--- src/hw/rtl/idl_pkg.sv ---
package idl_pkg;
  localparam int Capacity = 256;
  localparam int PtrW = 9;    // entry index plus null
  localparam int IdxW = 8;    // entry index
  localparam logic [PtrW-1:0] NilLink = 9'd256;

  localparam logic [1:0] ModeRead   = 2'd0;
  localparam logic [1:0] ModeInsert = 2'd1;
  localparam logic [1:0] ModeRemove = 2'd2;

  // Datapath commands issued by the controller.
  localparam logic [3:0] CmdNone    = 4'd0;
  localparam logic [3:0] CmdLoad    = 4'd1;  // latch item, set walk origin
  localparam logic [3:0] CmdRdCur   = 4'd2;  // issue read of cur links/value
  localparam logic [3:0] CmdStep    = 4'd3;  // follow one link
  localparam logic [3:0] CmdCapture = 4'd4;  // capture read data of cur
  localparam logic [3:0] CmdRdFree  = 4'd5;  // read next link of free head
  localparam logic [3:0] CmdIns1    = 4'd6;  // write new entry
  localparam logic [3:0] CmdIns2    = 4'd7;  // patch neighbors
  localparam logic [3:0] CmdRem1    = 4'd8;  // patch neighbors
  localparam logic [3:0] CmdRem2    = 4'd9;  // push removed entry on free list
  localparam logic [3:0] CmdFail    = 4'd10;
  localparam logic [3:0] CmdInitFl  = 4'd11; // one step of free list build

  typedef struct packed {
    logic [3:0] op;
  } idl_cmd_t;

  typedef struct packed {
    logic       init_done;
    logic       steps_zero;  // walk counter exhausted
    logic       in_range;    // target index below count
    logic       full;
    logic       direct_end;  // insert at 0 or -1
    logic [1:0] mode;
  } idl_stat_t;
endpackage

--- src/hw/rtl/idl_ctrl.sv ---
module idl_ctrl import idl_pkg::*; (
  input  logic      clk,
  input  logic      rst_n,
  input  idl_stat_t stat,
  output idl_cmd_t  cmd,
  input  logic      in_fire,
  output logic      in_rdy,
  input  logic      out_taken,
  output logic      out_vld
);
  localparam logic [3:0] StInit  = 4'd0;
  localparam logic [3:0] StIdle  = 4'd1;
  localparam logic [3:0] StCheck = 4'd2;
  localparam logic [3:0] StRd    = 4'd3;
  localparam logic [3:0] StWalk  = 4'd4;
  localparam logic [3:0] StCap   = 4'd5;
  localparam logic [3:0] StAct   = 4'd6;
  localparam logic [3:0] StFree  = 4'd7;
  localparam logic [3:0] StIns1  = 4'd8;
  localparam logic [3:0] StIns2  = 4'd9;
  localparam logic [3:0] StRem2  = 4'd10;
  localparam logic [3:0] StDone  = 4'd11;

  logic [3:0] state_r, state_nxt;
  logic       vld_r, vld_nxt;

  // Sequencer: seek by walking links, then read the entry or patch pointers.
  always_comb begin
    state_nxt = state_r;
    vld_nxt   = vld_r;
    cmd.op    = CmdNone;
    if (out_taken) vld_nxt = 1'b0;
    case (state_r)
      StInit: begin
        if (stat.init_done) state_nxt = StIdle;
        else cmd.op = CmdInitFl;
      end
      StIdle: begin
        if (in_fire) begin
          cmd.op = CmdLoad;
          state_nxt = StCheck;
        end
      end
      StCheck: begin
        if (stat.mode == ModeInsert) begin
          if (stat.full) state_nxt = StDone;
          else if (stat.direct_end) state_nxt = StFree;
          else if (stat.in_range) state_nxt = StRd;
          else state_nxt = StDone;
        end else if (stat.mode == ModeRead || stat.mode == ModeRemove) begin
          state_nxt = stat.in_range ? StRd : StDone;
        end else begin
          state_nxt = StDone;
        end
      end
      StRd: begin
        cmd.op = CmdRdCur;
        state_nxt = stat.steps_zero ? StCap : StWalk;
      end
      StWalk: begin
        cmd.op = CmdStep;
        state_nxt = StRd;
      end
      StCap: begin
        cmd.op = CmdCapture;
        state_nxt = StAct;
      end
      StAct: begin
        if (stat.mode == ModeRemove) begin
          cmd.op = CmdRem1;
          state_nxt = StRem2;
        end else if (stat.mode == ModeInsert) begin
          state_nxt = StFree;
        end else begin
          cmd.op = CmdFail;
          state_nxt = StDone;
        end
      end
      // The next link of the free head is on the read port in the cycle after.
      StFree: begin
        cmd.op = CmdRdFree;
        state_nxt = StIns1;
      end
      StIns1: begin
        cmd.op = CmdIns1;
        state_nxt = StIns2;
      end
      StIns2: begin
        cmd.op = CmdIns2;
        state_nxt = StDone;
      end
      StRem2: begin
        cmd.op = CmdRem2;
        state_nxt = StDone;
      end
      StDone: begin
        if (!vld_r || out_taken) begin
          vld_nxt = 1'b1;
          state_nxt = StIdle;
        end
      end
      default: state_nxt = StIdle;
    endcase
  end

  always_ff @(posedge clk) begin
    if (!rst_n) begin
      state_r <= StInit;
      vld_r   <= 1'b0;
    end else begin
      state_r <= state_nxt;
      vld_r   <= vld_nxt;
    end
  end

  assign in_rdy  = (state_r == StIdle) && !vld_r;
  assign out_vld = vld_r;
endmodule

--- config.mk ---
export PLATFORM = sky130hd
export DESIGN_NAME = idl_ctrl
export DESIGN_NICKNAME = d
export VERILOG_FILES = /design/src/hw/rtl/idl_pkg.sv /design/src/hw/rtl/idl_ctrl.sv
export SDC_FILE = /design/constraint.sdc
export NUM_CORES = 1
export LEC_CHECK = 0
export BUFFER_PORTS_ARGS = -buffer_cell sky130_fd_sc_hd__buf_2
export CAP_MARGIN = 20
export CORE_MARGIN = 5
export CORE_UTILIZATION = 30
export DETAILED_ROUTE_END_ITERATION = 10
export SYNTH_ARGS = -nofsm -noshare
export SYNTH_HDL_FRONTEND = slang
export SYNTH_SLANG_ARGS = --single-unit
--- constraint.sdc ---
create_clock -name clk -period 1.27 [get_ports clk]
set_clock_uncertainty 0.15 [all_clocks]
set_input_delay 0.127 -clock clk [delete_from_list [all_inputs] [get_ports clk]]
set_output_delay 0.127 -clock clk [all_outputs]
set_load 0.02 [all_outputs]
### Yosys cells after proc, flatten, opt, wreduce, memory -nomap -nowiden

Cells that the tools add are included.
Widths: inputs -> output; s select.

* equality and inequality tests: 16
* muxes and demuxes: 20
* reduce and logical (&&, ||, !) cells: 8

Operator list (count)
* $mux 4: 13
* $pmux 4 s11: 1
* $pmux 4 s10: 1
* $eq 4x3->1 const B: 4
* $eq 4x4->1 const B: 4
* $eq 4x2->1 const B: 2
* $ne 2x2->1 const B: 3
* $mux 1: 5
* $eq 4x1->1 const B: 1
* $logic_not 4->1: 1
* $reduce_and 3->1: 1
* $eq 2x1->1 const B: 1
* $eq 2x2->1 const B: 1
* $logic_not 2->1: 1
* $logic_or 1x1->1: 2
* $reduce_or 2->1: 1
* $logic_and 1x1->1: 1
* $logic_not 1->1: 1

* flip-flop bits (word level): 5
* bits of input ports: 11
* output and inout bits: 6
* logic and storage cells: 46

### Longest topological paths before layout

Gate-level depths: netlist (run 1).

* depth after elaboration: 5
* mapped depth: 6
* mapped depth without buffers: 6

### Worst setup path before layout (run 1)

Ideal clock, no wire load.

* path type: reg2out
* from: reg state_r[1]
* to: out in_rdy
* arrival time: 1.387 ns
* data required time: 0.993 ns
* setup slack: -0.394 ns
* stages on the path, launching flop included: 4
* path buffers: 2
* cell sequence: dfxtp_1 > buf_2 > buf_6 > nor4b_1

* word-level cells in the longest chain between the ends: 2

RTL lines
* start, declared: RTL line idl_ctrl.sv:24 `logic [3:0] state_r, state_nxt;`
* start signal, assigned: RTL line idl_ctrl.sv:108 `state_r <= StInit;`
* start signal, assigned: RTL line idl_ctrl.sv:111 `state_r <= state_nxt;`
* $eq 4x1->1: RTL line idl_ctrl.sv:116 `assign in_rdy = (state_r == StIdle) && !vld_r;`
* $logic_and 1x1->1: RTL line idl_ctrl.sv:116
* end, declared: RTL line idl_ctrl.sv:7 `output logic in_rdy,`

No other way between the ends.

==> summary.md, run 1 <==
| Metric | Value |
|---|---|
| Initial antenna violation count | `0` |
| Fillers | `176` |
| Comb power frac | `69.4%` |
| Most frequent cell after synthesis | `a21oi_1` |
| Switching Fraction | `39.7%` |
| Synthesized-area fraction occupied by adder cells | `6.61%` |
| Routed len/inst | `12.6 µm` |
| Htree depth | `1` |
| ANT cells | `0` |
| ANT nets after route | `0` |
| Slew HR | `84.7%` |
| Crit path capture type | `output pin` |
| Sink Count | `5` |
| Internal power | `0.804 mW` |
| Share of layout cells above drive strength 1 | `65.8%` |
| Reg-to-Reg Start | `state_r[0]` |
| Initial Util | `32.2%` |
| Sequential Power Share | `17.0%` |
| Hold/Removal Path Class | `primary input to flip-flop` |
| Post-synthesis xor/xnor area fraction | `1.54%` |
| P_leak | `0.430 nW` |
| Slew Viols, Final | `0` |
| Finished Core Util | `56.3%` |
| Status | `finished with violations` |
| Synth Flop Type | `dfxtp_1` |
| Min-delay src | `out_taken` |
| Worst-path fanout max | `6` |
| Worst r2r path cells | `5` |
| Clock power frac | `13.6%` |
| Worst IR drop on VDD | `0.000888 V` |
| Layout area overhead | `74.9%` |
| Power Density | `around 1300 nW/µm²` |
| Top-area cell type share of the netlist area | `17.6%` |
| Crit share post-route | `128%` |
| Period minus WS final | `1.62 ns` |
| IO Count | `17` |
| Mux share of post-synthesis cell area | `0%` |
| Remaining Overflow, GRT | `0` |
| Die height | `53.5 µm` |
| Critical Path Source | `state_r[2]` |
| Worst-Skew Late Latency | `0.24 ns` |
| Fmax | `617 MHz` |
| Asr flop ratio synth | `0%` |
| Psw | `0.530 mW` |
| Gpl congestion | `about 0.8` |
| Cell area after synthesis | `roughly 570 µm²` |
| Pre-antenna DRT Iters | `3` |
| Die X | `53.5 µm` |
| Largest net degree at the start of global routing | `11` |
| Worst hold path endpoint | `out_vld` |
| Vias in the first global route | `697` |
| Worst EP arrival | `1.34 ns` |
| Post-synthesis compound-gate area fraction | `34.1%` |
| Synth Net Count | `86` |
| Setup CP Type | `flip-flop to output pin` |
| Global Route Usage Sum | `~14%` |
| Port bufs | `16` |
| Placed Instances | `approximately 130` |
| Min-Delay Path Depth | `3` |
| TritonCTS buffer count | `3` |
| Drt total wl | `1720 µm` |
| End of the worst register-to-register path | `state_r[0]` |
| EDFF count, synth | `0` |
| Total chip power | `between 1 and 1.5 mW` |
| DR vias/cell | `4.85` |
| Most frequent cells after synthesis | `6 x a21oi_1, 5 x dfxtp_1, 5 x nor2_1` |
| First DRT Iteration DRCs | `5` |
| Setup_tns | `-1.74 ns` |
| CTS tree | `built` |
| Post-Layout Cell Count | `136` |
| Via count | `660` |
| First-pass GRT wire length | `2920 µm` |
| Row count | `15` |
| Clk root buf | `clkbuf_4` |
| Synth Warn # | `0` |
| Failing checks | `setup timing` |
| Sequential-to-total area share from yosys stat | `17.6%` |
| Mean Syn Cell Area | `7.89 µm²` |
| Main combinational cell family by area after synthesis | `compound AO/OA/AOI/OAI gates` |
| Hold Fails Final Rpt | `0` |
| Die ar. | `2860 µm²` |
| Worst-path clk slew | `0.05 ns` |
| Synth area leaders | `dfxtp_1 18%, buf_6 7.9%, ha_1 6.6%, a21oi_1 5.3%, a221oi_2 5.3%` |
| Synth Instances | `72` |
| Count of cell types in the netlist | `35` |
| Worst endpoint required time | `0.99 ns` |
| # DRC | `0` |
| Setup-failing EPs final | `8` |
| Max-cap violations | `0` |
| Largest area contributor in the netlist | `dfxtp_1` |
| Nets | `~130` |
| RSZ-0062 raised after global routing | `yes` |
| Clock Tree Buf Depth | `2` |
| Slew @ Worst Pin | `0.228 ns` |
| Yosys reg bits | `5` |
| Reg2Reg Setup Slack | `-0.14 ns` |
| CORE AREA | `around 1800 µm²` |
| DPL Wire Length | `1330 µm` |
| Crit path launch type | `flip-flop` |
| Post-synthesis simple-gate area fraction | `27.3%` |
| Final worst slack | `-0.350 ns` |
layout make-up:
type / instances / area [µm²] / area share, %
clock buffer: 3 / 22.5 / 2.27
clock inverter: 1 / 5.00 / 0.504
inverter: 4 / 17.5 / 1.76
multi-input combinational: 57 / 487 / 49.0
sequential: 5 / 113 / 11.3
tap: 25 / 31.3 / 3.15
timing repair buffer: 41 / 318 / 32.0
placed cells by master (no fill, tap or decap), drive strengths merged, types with 2 or more instances in the layout:
master	count
nand2b	4
nand3	2
inv	4
a21oi	7
nor2	5
nor2b	4
o21ai	7
or2	2
a221oi	2
o22ai	2
ha	3
a31oi	2
nand2	3
dfxtp	5
buf	40
clkbuf	3
routing by layer:
| metal | wire length [µm] | global-route usage (%) |
|---|---|---|
| met5 | 0 | 0 |
| met1 | 743 | 15.4 |
| met3 | 51 | 3.66 |
| met2 | 902 | 25.9 |
| met4 | 17 | 4.26 |
worst max path at each step:
stage                 end  depth (start not counted)
2_1_floorplan      cmd[3]                          5
3_3_place_gp   state_r[0]                          5
5_1_grt            cmd[3]                          5
6_report           cmd[0]                          5
4_1_cts            cmd[1]                          6
3_5_place_dp       cmd[0]                          6
power groups by stage:
stage | sequential, mW | clock [mW] | combinational [mW]
6_report | 0.227 | 0.181 | 0.926
5_1_grt | 0.228 | 0.201 | 0.995
4_1_cts | 0.221 | 0.190 | 0.890
3_5_place_dp | 0.222 | 0 | 0.735
3_3_place_gp | 0.221 | 0 | 0.723
2_1_floorplan | 0.204 | 0 | 0.538
registers in the layout, summed over array words and instances (netlist names):
register  flops
out_vld       1
state_r       4
stage by stage:
step                      cell area, µm²  setup slack, ns  hold slack (ns)
after detailed placement             833           -0.197            0.207
after global routing                 993           -0.414           0.0924
after CTS                            963           -0.345           0.0627
after floorplan                      643          -0.0308           0.0945
after global placement               833           -0.174            0.198
final                                993           -0.350           0.0660
worst max-delay path: stages, from the launching register on:
cell      delay (ns)
dfxtp_4         0.38
buf_4           0.13
nand2b_4        0.05
or2_4           0.25
a31oi_4         0.16
buf_6           0.13
repair_timing:
action / 4_1_cts / 5_1_grt
pin swaps: 7 / 4
hold endpoints to repair: 1 / 0
hold buffers: 1 / 0
resized for setup: 20 / 8
endpoints found under the setup margin: 9 / 10
buffers inserted: 3 / 1
cell families after synthesis:
family / Yosys count
buffers and inverters: 10
xor gates and xnor gates: 1
and+or+nand+nor: 25
adders and majority gates: 3
AOI/OAI and AO/OA: 28
DFF: 5
No activity file was read; power rests on OpenSTA's default activity.
==> inputs of run 2 (changes only) <==
==> constraint.sdc (replaced) <==
create_clock -name clk -period 1.27 [get_ports clk]
set_clock_uncertainty 0.15 [all_clocks]
set_input_delay 0.127 -clock clk [delete_from_list [all_inputs] [get_ports clk]]
set_output_delay 0.127 -clock clk [all_outputs]
set_load 0.1 [all_outputs]
==> run 2 against run 1 <==
Effect of this change: the run still ends with setup timing left; total power increased by 41%; cell count grew 1.5%; critical path depth is the same; worst hold slack worse by 0.0084 ns; global-route usage down 0.36 points; first-iteration DRC count shrank 60%; highest routed layer unchanged.
==> summary.md, run 2 (synthesized netlist as in run 1, its figures left out) <==
| Metric | Value |
|---|---|
| Power Density | `1690 nW/µm²` |
| Slew Viols, Final | `0` |
| Initial Util | `32.2%` |
| Fillers | `~150` |
| Crit path launch type | `flip-flop` |
| Share of layout cells above drive strength 1 | `67.3%` |
| Sink Count | `5` |
| ANT nets after route | `0` |
| Worst endpoint required time | `0.99 ns` |
| CORE AREA | `1760 µm²` |
| Hold Fails Final Rpt | `0` |
| Max-cap violations | `0` |
| Worst EP arrival | `1.40 ns` |
| Vias in the first global route | `674` |
| Setup-failing EPs final | `8` |
| # DRC | `0` |
| First DRT Iteration DRCs | `2` |
| Worst-path clk slew | `around 0.040 ns` |
| Layout area overhead | `95.8%` |
| CTS tree | `built` |
| Clk root buf | `clkbuf_4` |
| Setup CP Type | `flip-flop to output pin` |
| TritonCTS buffer count | `3` |
| Drt total wl | `1740 µm` |
| Global Route Usage Sum | `13.6%` |
| Via count | `694` |
| Routed len/inst | `12.6 µm` |
| DR vias/cell | `5.03` |
| ANT cells | `0` |
| Period minus WS final | `1.68 ns` |
| Row count | `15` |
| Pre-antenna DRT Iters | `3` |
| Initial antenna violation count | `0` |
| P_leak | `0.466 nW` |
| Die ar. | `2860 µm²` |
| First-pass GRT wire length | `2790 µm` |
| Status | `finished with violations` |
| Slew HR | `83.3%` |
| Slew @ Worst Pin | `roughly 0.25 ns` |
| Remaining Overflow, GRT | `0` |
| Gpl congestion | `0.853` |
| Die X | `53.5 µm` |
| Die height | `53.5 µm` |
| Finished Core Util | `63.0%` |
| Crit path capture type | `output pin` |
| Nets | `128` |
| Final worst slack | `-0.409 ns` |
| Worst IR drop on VDD | `0.000992 V` |
| Clock Tree Buf Depth | `2` |
| Failing checks | `setup timing` |
| Crit share post-route | `132%` |
| Commonest non-fill, non-tap cells in the layout | `17 x buf_4, 10 x buf_2, 9 x buf_6, 6 x buf_12` |
| Final instance area | `1110 µm²` |
| Hold/Removal Path Class | `primary input to flip-flop` |
| Dpl cell area | `942 µm²` |
| Pre-CTS setup slack | `-0.249 ns` |
| Top reg by flops | `state_r` |
| Fmax | `595 MHz` |
| Port bufs | `16` |
| Setup_tns | `-2.08 ns` |
| IO Count | `17` |
| Worst-Skew Late Latency | `about 0.25 ns` |
| Total chip power | `1.88 mW` |
| Max reg flops | `4` |
| Worst-path fanout max | `6` |
| DPL Wire Length | `1250 µm` |
| Commonest non-fill, non-tap cell in the layout | `buf_4` |
| Htree depth | `1` |
| Largest net degree at the start of global routing | `10` |
| RSZ-0062 raised after global routing | `yes` |
==> run 2: per-stage QoR <==
stage / cells / hold WS (ns)
after floorplan: 72 / 0.0944
after global placement: 128 / 0.197
after detailed placement: 128 / 0.206
after CTS: 134 / 0.0444
after global routing: 138 / 0.0815
final: 138 / 0.0577
==> run 2: power breakdown <==
| group | leakage (nW) | total (mW) | switching, mW | internal [mW] |
|---|---|---|---|---|
| sequential | 0.0444 | 0.253 | 0.0633 | 0.189 |
| clock | 0.0150 | 0.191 | 0.0721 | 0.119 |
| combinational | 0.406 | 1.43 | 0.772 | 0.661 |
==> run 2: worst paths after layout <==
check,start,endpoint,slack (ns),depth (start not counted)
max,state_r[2],cmd[0],-0.41,5
min,out_taken,out_vld,0.06,3
max reg2reg,state_r[2],state_r[0],-0.12,5
min reg2reg,out_vld,out_vld,0.45,2
==> run 2: final cells by class <==
cell class / instances / area [µm²] / area share, %
repair buffers: 43 / 409 / 36.8
well taps: 25 / 31.3 / 2.81
inverters: 4 / 17.5 / 1.57
multi-input cells: 57 / 509 / 45.8
flip-flops and latches: 5 / 119 / 10.7
clock buffers: 4 / 26.3 / 2.36
==> run 2: critical path, stage by stage, from the launching register on <==
cell and delay (ns):
dfxtp_4 0.39, nor2b_2 0.07, o32ai_2 0.23, nor2_2 0.09, a31oi_4 0.17, buf_12 0.19
==> run 2: timing repair <==
item	4_1_cts	5_1_grt
hold endpoints to repair	1	0
pin swaps	14	6
hold buffers	1	0
setup buffers	3	5
setup endpoints to repair	10	9
gates resized for setup	17	13
==> run 2: layer usage <==
metal	part of all wire, %	up-vias	wire, µm	GRT usage [%]
li1	-	347	-	-
met1	42	325	734	15.6
met4	2.9	0	50	7.23
met5	0	-	0	0
met3	3.7	6	65	4.23
met2	51	16	886	22.4
==> inputs of run 3 (changes only) <==
--- a/config.mk
+++ b/config.mk
@@ -7,9 +7,10 @@
 export LEC_CHECK = 0
 export BUFFER_PORTS_ARGS = -buffer_cell sky130_fd_sc_hd__buf_2
 export CAP_MARGIN = 20
-export CORE_MARGIN = 5
-export CORE_UTILIZATION = 30
+export CORE_AREA = 5 5 42 44
 export DETAILED_ROUTE_END_ITERATION = 10
+export DIE_AREA = 0 0 47 49
+export PLACE_DENSITY = 0.71
 export SYNTH_ARGS = -nofsm -noshare
 export SYNTH_HDL_FRONTEND = slang
 export SYNTH_SLANG_ARGS = --single-unit
==> run 3 against run 2 <==
Effect of this change: the run still ends with setup timing left; combinational power about the same; non-clock buffer count did not move; via count up 5.9%; setup slack got worse by 0.0069 ns; largest cell class unchanged; critical path type unchanged; highest routed layer unchanged; cell area grew 2.6%.
==> summary.md, run 3 (synthesized netlist as in run 1, its figures left out) <==
| Metric | Value |
|---|---|
| Global Route Usage Sum | `19.2%` |
| Clock Tree Buf Depth | `2` |
| Drt total wl | `2160 µm` |
| IO Count | `17` |
| Die ar. | `2300 µm²` |
| Final worst slack | `-0.416 ns` |
| Setup CP Type | `flip-flop to output pin` |
| Critical Path Source | `state_r[2]` |
| Switching Fraction | `49.9%` |
| TritonCTS buffer count | `3` |
| Met1 GRT Util | `about 23%` |
| ANT nets after route | `0` |
| Commonest non-fill, non-tap cell in the layout | `buf_4` |
| CP max-delay cell | `dfxtp_4` |
| Nets | `between 100 and 150` |
| First-pass GRT wire length | `3330 µm` |
| Status | `finished with violations` |
| Sequential Power Share | `14.2%` |
| Initial antenna violation count | `0` |
| Htree depth | `1` |
| Max-cap violations | `0` |
| ANT cells | `0` |
| Via count | `735` |
| RSZ-0062 raised after global routing | `yes` |
| Worst IR drop on VDD | `0.000976 V` |
| Crit path capture type | `output pin` |
| Power Density | `around 1600 nW/µm²` |
| Min-delay src | `out_taken` |
| Fmax | `593 MHz` |
| Worst endpoint required time | `just under 1 ns` |
| Slew @ Worst Pin | `0.337 ns` |
| Worst hold margin | `about 0.13 ns` |
| Final instance area | `1140 µm²` |
| Total chip power | `around 1.9 mW` |
| DPL Wire Length | `1320 µm` |
| Pre-CTS setup slack | `-0.250 ns` |
| Worst-path clk slew | `about 0.040 ns` |
| Commonest non-fill, non-tap cells in the layout | `18 x buf_4, 10 x buf_2, 8 x buf_6, 6 x buf_12` |
| Die X | `47 µm` |
| Top reg by flops | `state_r` |
| Comb power frac | `76.7%` |
| Slew HR | `77.4%` |
| Clk root buf | `clkbuf_4` |
| CORE AREA | `1400 µm²` |
| Met3 GRT Util | `a little over 5%` |
| Crit path launch type | `flip-flop` |
| GR peak layer | `met2` |
| Hold Fails Final Rpt | `0` |
| Pre-antenna DRT Iters | `4` |
| Row count | `14` |
| # DRC | `0` |
| Crit share post-route | `133%` |
| Gpl congestion | `between 0.8 and 0.9` |
| Failing checks | `setup timing` |
| Dpl cell area | `938 µm²` |
| Remaining Overflow, GRT | `0` |
| Slew Viols, Final | `0` |
| Routed len/inst | `16.7 µm` |
| Share of layout cells above drive strength 1 | `between 60% and 70%` |
| P_leak | `0.475 nW` |
| Setup_tns | `-2.83 ns` |
| Clock power frac | `9.1%` |
| Fillers | `84` |
| Largest net degree at the start of global routing | `12` |
| DR vias/cell | `5.70` |
| Area of the multi-input gates | `approximately 560 µm²` |
| Worst-path fanout max | `6` |
| Die height | `49 µm` |
| Internal power | `~0.93 mW` |
| CP max stage delay | `0.38 ns` |
| CTS tree | `built` |
| Worst-Skew Late Latency | `about 0.23 ns` |
| Reg-to-Reg Start | `state_r[2]` |
| M2 GR Usage | `between 30% and 40%` |
| Period minus WS final | `1.69 ns` |
| Sink Count | `5` |
| Worst EP arrival | `1.41 ns` |
| Max reg flops | `4` |
| Layout area overhead | `101%` |
| Setup-failing EPs final | `9` |
| Vias in the first global route | `between 700 and 800` |
| Hold/Removal Path Class | `primary input to flip-flop` |
| Psw | `0.930 mW` |
| Port bufs | `16` |
| Worst-path cell chain | `buf_6 -> nand2_2 -> o21ai_2 -> a22oi_1 -> o22ai_2 -> buf_12` |
| Register area | `116 µm²` |
| First DRT Iteration DRCs | `14` |
| Initial Util | `between 40 and 50%` |
==> run 3: cell counts in the layout (fill, tap and decap cells not counted) <==
Identical to the previous run, type by type.
==> run 3: per-stage QoR <==
step                      util (%)  cells
after floorplan                  -     72
after global placement        67.0    120
after detailed placement      67.0    120
after CTS                     77.2    128
after global routing          81.4    129
final                         81.4    129
==> run 3: final timing paths <==
path                     end  slack, ns  cells after the start
hold reg to reg      out_vld       0.47                      2
setup / recovery      cmd[1]      -0.42                      6
hold / removal       out_vld       0.13                      3
setup reg to reg  state_r[2]      -0.42                      7
==> run 3: layout make-up <==
type	count	area share, %
Inverter	4	1.54
Clock buffer	4	2.30
Multi-Input combinational cell	57	48.7
Tap cell	16	1.75
Sequential cell	5	10.2
Timing Repair Buffer	43	35.5
==> run 3: repair_timing <==
action	4_1_cts	5_1_grt
pin swaps	12	10
hold buffers	1	0
gates resized for setup	21	13
hold endpoints to repair	1	0
setup endpoints to repair	10	10
setup buffers	3	2
==> run 3: metal layers <==
metal	part of all wire [%]	vias to the layer above	wire length (µm)
met2	51	18	1110
li1	-	349	-
met3	3.1	8	67
met5	0	-	0
met1	43	360	931
met4	2.1	0	46
==> run 3: power by group through the flow <==
stage / sequential (mW) / combinational [mW] / clock, mW
floorplan: 0.207 / 0.877 / 0
global placement: 0.246 / 1.23 / 0
detailed placement: 0.247 / 1.25 / 0
CTS: 0.254 / 1.34 / 0.176
global route: 0.268 / 1.49 / 0.189
finish: 0.265 / 1.43 / 0.169
==> run 3: worst max-delay path, delay by kind of cell, from the launching register on <==
kind	cells	cell delay, ns
buffers and inverters	2	0.32
flip-flops	1	0.38
AND/OR/NAND/NOR	1	0.05
AO/OA/AOI/OAI	3	0.43
